**src/psgf_ram.sv**
```systemverilog
// ----------------------------------------------------------------------------
// psgf_ram
// Generic simple dual-port RAM: one write port, one read port with a
// registered read that updates only when read enable is high.
// ----------------------------------------------------------------------------
module psgf_ram #(
  parameter int WIDTH = 32,
  parameter int DEPTH = 64
) (
  input  logic                     clk,
  input  logic                     we,
  input  logic [$clog2(DEPTH)-1:0] waddr,
  input  logic [WIDTH-1:0]         wdata,
  input  logic                     re,
  input  logic [$clog2(DEPTH)-1:0] raddr,
  output logic [WIDTH-1:0]         rdata
);

  logic [WIDTH-1:0] mem [DEPTH];
  logic [WIDTH-1:0] rdata_r;

  // Write port and registered read port.
  always_ff @(posedge clk) begin
    if (we) begin
      mem[waddr] <= wdata;
    end
    if (re) begin
      rdata_r <= mem[raddr];
    end
  end

  assign rdata = rdata_r;

endmodule

```
**config.mk**
```make
export PLATFORM = sky130hd
export DESIGN_NAME = psgf_ram
export DESIGN_NICKNAME = d
export VERILOG_FILES = /design/src/psgf_ram.sv
export SDC_FILE = /design/constraint.sdc
export NUM_CORES = 2
export LEC_CHECK = 0
export ABC_AREA = 1
export BUFFER_PORTS_ARGS = -buffer_cell sky130_fd_sc_hd__buf_4
export CELL_PAD_IN_SITES_DETAIL_PLACEMENT = 1
export CELL_PAD_IN_SITES_GLOBAL_PLACEMENT = 1
export CORE_AREA = 2 2 580 582
export DETAILED_ROUTE_END_ITERATION = 12
export DIE_AREA = 0 0 582 584
export PLACE_DENSITY_LB_ADDON = 0.1
export SLEW_MARGIN = 20
export SYNTH_ARGS = -nofsm -noshare
export SYNTH_HDL_FRONTEND = slang
export SYNTH_SLANG_ARGS = --single-unit
```
**constraint.sdc**
```tcl
create_clock -name clk -period 5.15 [get_ports clk]
set_input_delay 0.7725 -clock clk [delete_from_list [all_inputs] [get_ports clk]]
set_output_delay 0.7725 -clock clk [all_outputs]
set_load 0.02 [all_outputs]
```
Yosys cells after proc, flatten, opt, wreduce, memory -nomap -nowiden
Memory sizes are Yosys's and may differ from the RTL's. A register that Yosys moved wholly into a read port is not among the register bits.
Cells that the tools add are included.
{"block": "word_totals", "reg_bits": 0, "n_memories": 1, "out_inout_bits": 32, "ram_bits": 2048}
{"block": "op_classes", "mux": 2}
{"name": "mem", "words": 64, "width": 32, "read_ports": 1, "rd_ports_with_merged_regs": 1, "write_ports": 1, "line": "19", "text": "logic [WIDTH-1:0] mem [DEPTH];"}
{"op": "$mux W1", "count": 2}

Logic depth before layout (Yosys ltp)
{"block": "depth", "word_depth": 2, "depth_mapped": 13}

Worst setup path before layout
No wires, ideal clock.
{"block": "synth_timing", "path_type": "input to register", "startpoint": "input port we", "endpoint": "memory mem[48][0] (enable)", "arrival_ns": 4.400, "setup_ns": 0.502, "n_path_buf": 1, "stages": 3, "required_time_ns": 4.648, "slack_ns": 0.248, "cell_sequence": "clkbuf_1 -> nand4_1 -> nor4_1"}
{"block": "synth_between", "elab_chain_cells": 2}
{"element": "start: declaration", "line": "11", "text": "input logic we,"}
{"element": "$mux W1", "line": "24", "text": "if (we) begin"}
{"element": "$mux W1 (implied by the code)", "line": "25", "text": "mem[waddr] <= wdata;"}
{"element": "end: declaration", "line": "19"}
Every way passes these cells.

Worst setup path in the final report
{"block": "layout_timing", "startpoint": "register rdata_r[15], in the netlist rdata[15] (read register of mem)", "endpoint": "output port rdata[15]"}
{"element": "start: declaration", "line": "20", "text": "logic [WIDTH-1:0] rdata_r;"}
{"element": "end: declaration", "line": "16", "text": "output logic [WIDTH-1:0] rdata"}
No word-level cell between the ends.

==> results_dict.tcl <==
set metrics [dict create \
    status "complete, no violations" \
    vias 54470 \
    cts_tree "yes" \
    cts_max_level 4 \
    cts_setup_buffers 0 \
    whs_ns 0.2599 \
    setup_tns_ns 0 \
    antenna_found_initial 38 \
    endpoint_kind "output pin" \
    cp_slowest_stage_delay_ns 0.99 \
    syn-cell-area_sq_um 83060 \
    crit_fanout 1 \
    fillers 35840 \
    crit_chain "buf_4" \
    yosysMostFrequentCell "nand2_1" \
    cts_sinks 2080 \
    synthTopCellsByArea "edfxtp_1, nand3_1, nand2_1" \
    worstHoldPathType "input pin to flip-flop" \
    rows 212 \
    dieHeight_um 584 \
    place_congestion 0.7137 \
    critPathKind "flip-flop to output pin" \
    start_util_pct 24.95 \
    drt-total-wl_um 319200 \
    setup_violations 0 \
    cts_buffer_depth 4 \
    yosysWarnings 0 \
    io_pins 79 \
    p_per_area_nw_per_um2 386.2 \
    clkLatencyLatePin_ns 0.93 \
    grt_max_degree 173 \
    core_area_sq_um 332900 \
    ys_types 15 \
    fin_crit_sh_pct 58.30 \
    start_kind "flip-flop" \
    synth_seq_cells 2080 \
    wl_per_cell_um 27.99 \
    rsz0062_at_grt "false" \
    ys_top_cells_by_count "nand2_1, edfxtp_1, nand3_1" \
    seq_area_frac_synth_pct 75.20 \
    route.detailed.drc 0 \
    leakage_nw 32.94 \
    ctsHoldBuffers 0 \
    skew_ns 0.05433 \
    syn_to_final_growth_pct 16.52 \
    critPathTopFamily "flip-flops" \
    die_w_um 582 \
    final_util_pct 29.07 \
    seq_area_sq_um 62460 \
    syn_nets 6816 \
    synth_top_area_share_pct 75.20 \
    synth_edf_count 2080 \
    drive_gt1_share_pct 8.814 \
    async_reset_ff_share_pct 0 \
    clk_pin_slew_ns 0.06 \
    layout_setup_ws_ns 2.148 \
    drv_slew 0 \
    worst_pin_slew_ns 1.119 \
    arrival_ns 2.23 \
    dr.pass1.iters 6 \
    final_area_sq_um 96780 \
    critPathSlowestCell "edfxtp_1" \
    via_per_inst 4.776 \
    grt_usage_pct 18.50 \
    root_buffer "clkbuf_16" \
    post_dp_cell_area_sq_um 89560 \
    grt_pass1_wl_um 447900 \
    die_area_sq_um 339900 \
    ys.flop_type "edfxtp_1" \
    first_global_vias 56050 \
    fmax_mhz 333.1 \
    place_hpwl_um 162700 \
    hold_viol_final 0 \
    postSynthCellCount 6769 \
    nNetsFinal 6867 \
    required_ns 4.38 \
    synth_top_cell_by_area "edfxtp_1" \
    min_period_ns 3.002 \
    cts_buffers 245 \
    multi_input_area_sq_um 18770 \
    overflow 0 \
    portBuffers 78 \
    postCtsResizedCells 0 \
    drt-initial-drc-count 4070 \
    drtAntennaViolNets 0 \
    ir_drop_mv 0.2862 \
    critPathBufInv 1 \
    dp_slack_ns 1.405 \
    slew_headroom_pct 25.43 \
    maxCapViolations 0 \
    synth_area_per_cell_sq_um 12.27 \
]
layer usage:
layer / part of all wire [%] / up-vias / track usage (%)
met5: 0.025 / - / 0
met4: 2.6 / 12 / 4.930
met3: 3.9 / 350 / 2.315
met2: 46 / 957 / 30.07
met1: 47 / 28830 / 25.96
li1: - / 24320 / -
state kept, by name, indices dropped and copies added, names as in the netlist:
signal	cells
mem	2048
rdata	32
area by class of cell:
type,count,share of cell area (%)
Antenna cell,19,0.04913
Inverter,12,0.09050
Clock buffer,326,6.693
Sequential cell,2080,64.54
Multi-Input combinational cell,4228,19.39
Timing Repair Buffer,253,2.847
Tap cell,4387,5.672
Clock inverter,101,0.7150
cells in the final DEF, fill, tap and decap left out, drive strengths merged:
master    synthesis  final
edfxtp         2080   2080
nand4             9      9
clkinvlp          0      3
clkbuf           77    326
nand3          1907   1907
inv              12     15
bufinv            0      7
nand2          2248   2248
nor2             56     56
buf             372    253
diode             0     19
clkinv            0     88
nor4              8      8
power breakdown:
part	internal (W)	total (W)	switching, W
registers	0.0188	0.0189	0.0000961
clock network	0.00907	0.0162	0.00710
logic	0.000533	0.00232	0.00179
total	0.0284	0.0374	0.00898
final timing paths:
| kind | startpoint | end | slack, ns | depth (start not counted) |
|---|---|---|---|---|
| worst min-delay path | re | rdata[13] | 0.26 | 1 |
| worst max-delay path | rdata[15] | rdata[15] | 2.15 | 1 |
| worst max register to register | mem[7][15] | rdata[15] | 3.22 | 8 |
| worst min register to register | mem[40][9] | rdata[9] | 0.87 | 8 |
worst reg2reg max path, delay by kind of cell (launching register included):
| family | cells | cell delay, ns |
|---|---|---|
| simple gates | 8 | 1.31 |
| flops | 1 | 0.35 |
stage by stage:
step	std cells	power, W
6_report	11410	0.03737
2_1_floorplan	6769	0.02035
4_1_cts	11390	0.03794
3_3_place_gp	10960	0.02160
3_5_place_dp	10960	0.02162
5_1_grt	11390	0.03874
cell families after synthesis:
logic type	after synthesis	share of synthesized area (%)
flops	2080	75.20
simple gates	4228	22.03
buf+inv	461	2.769
(Power assumes the default switching activity.)
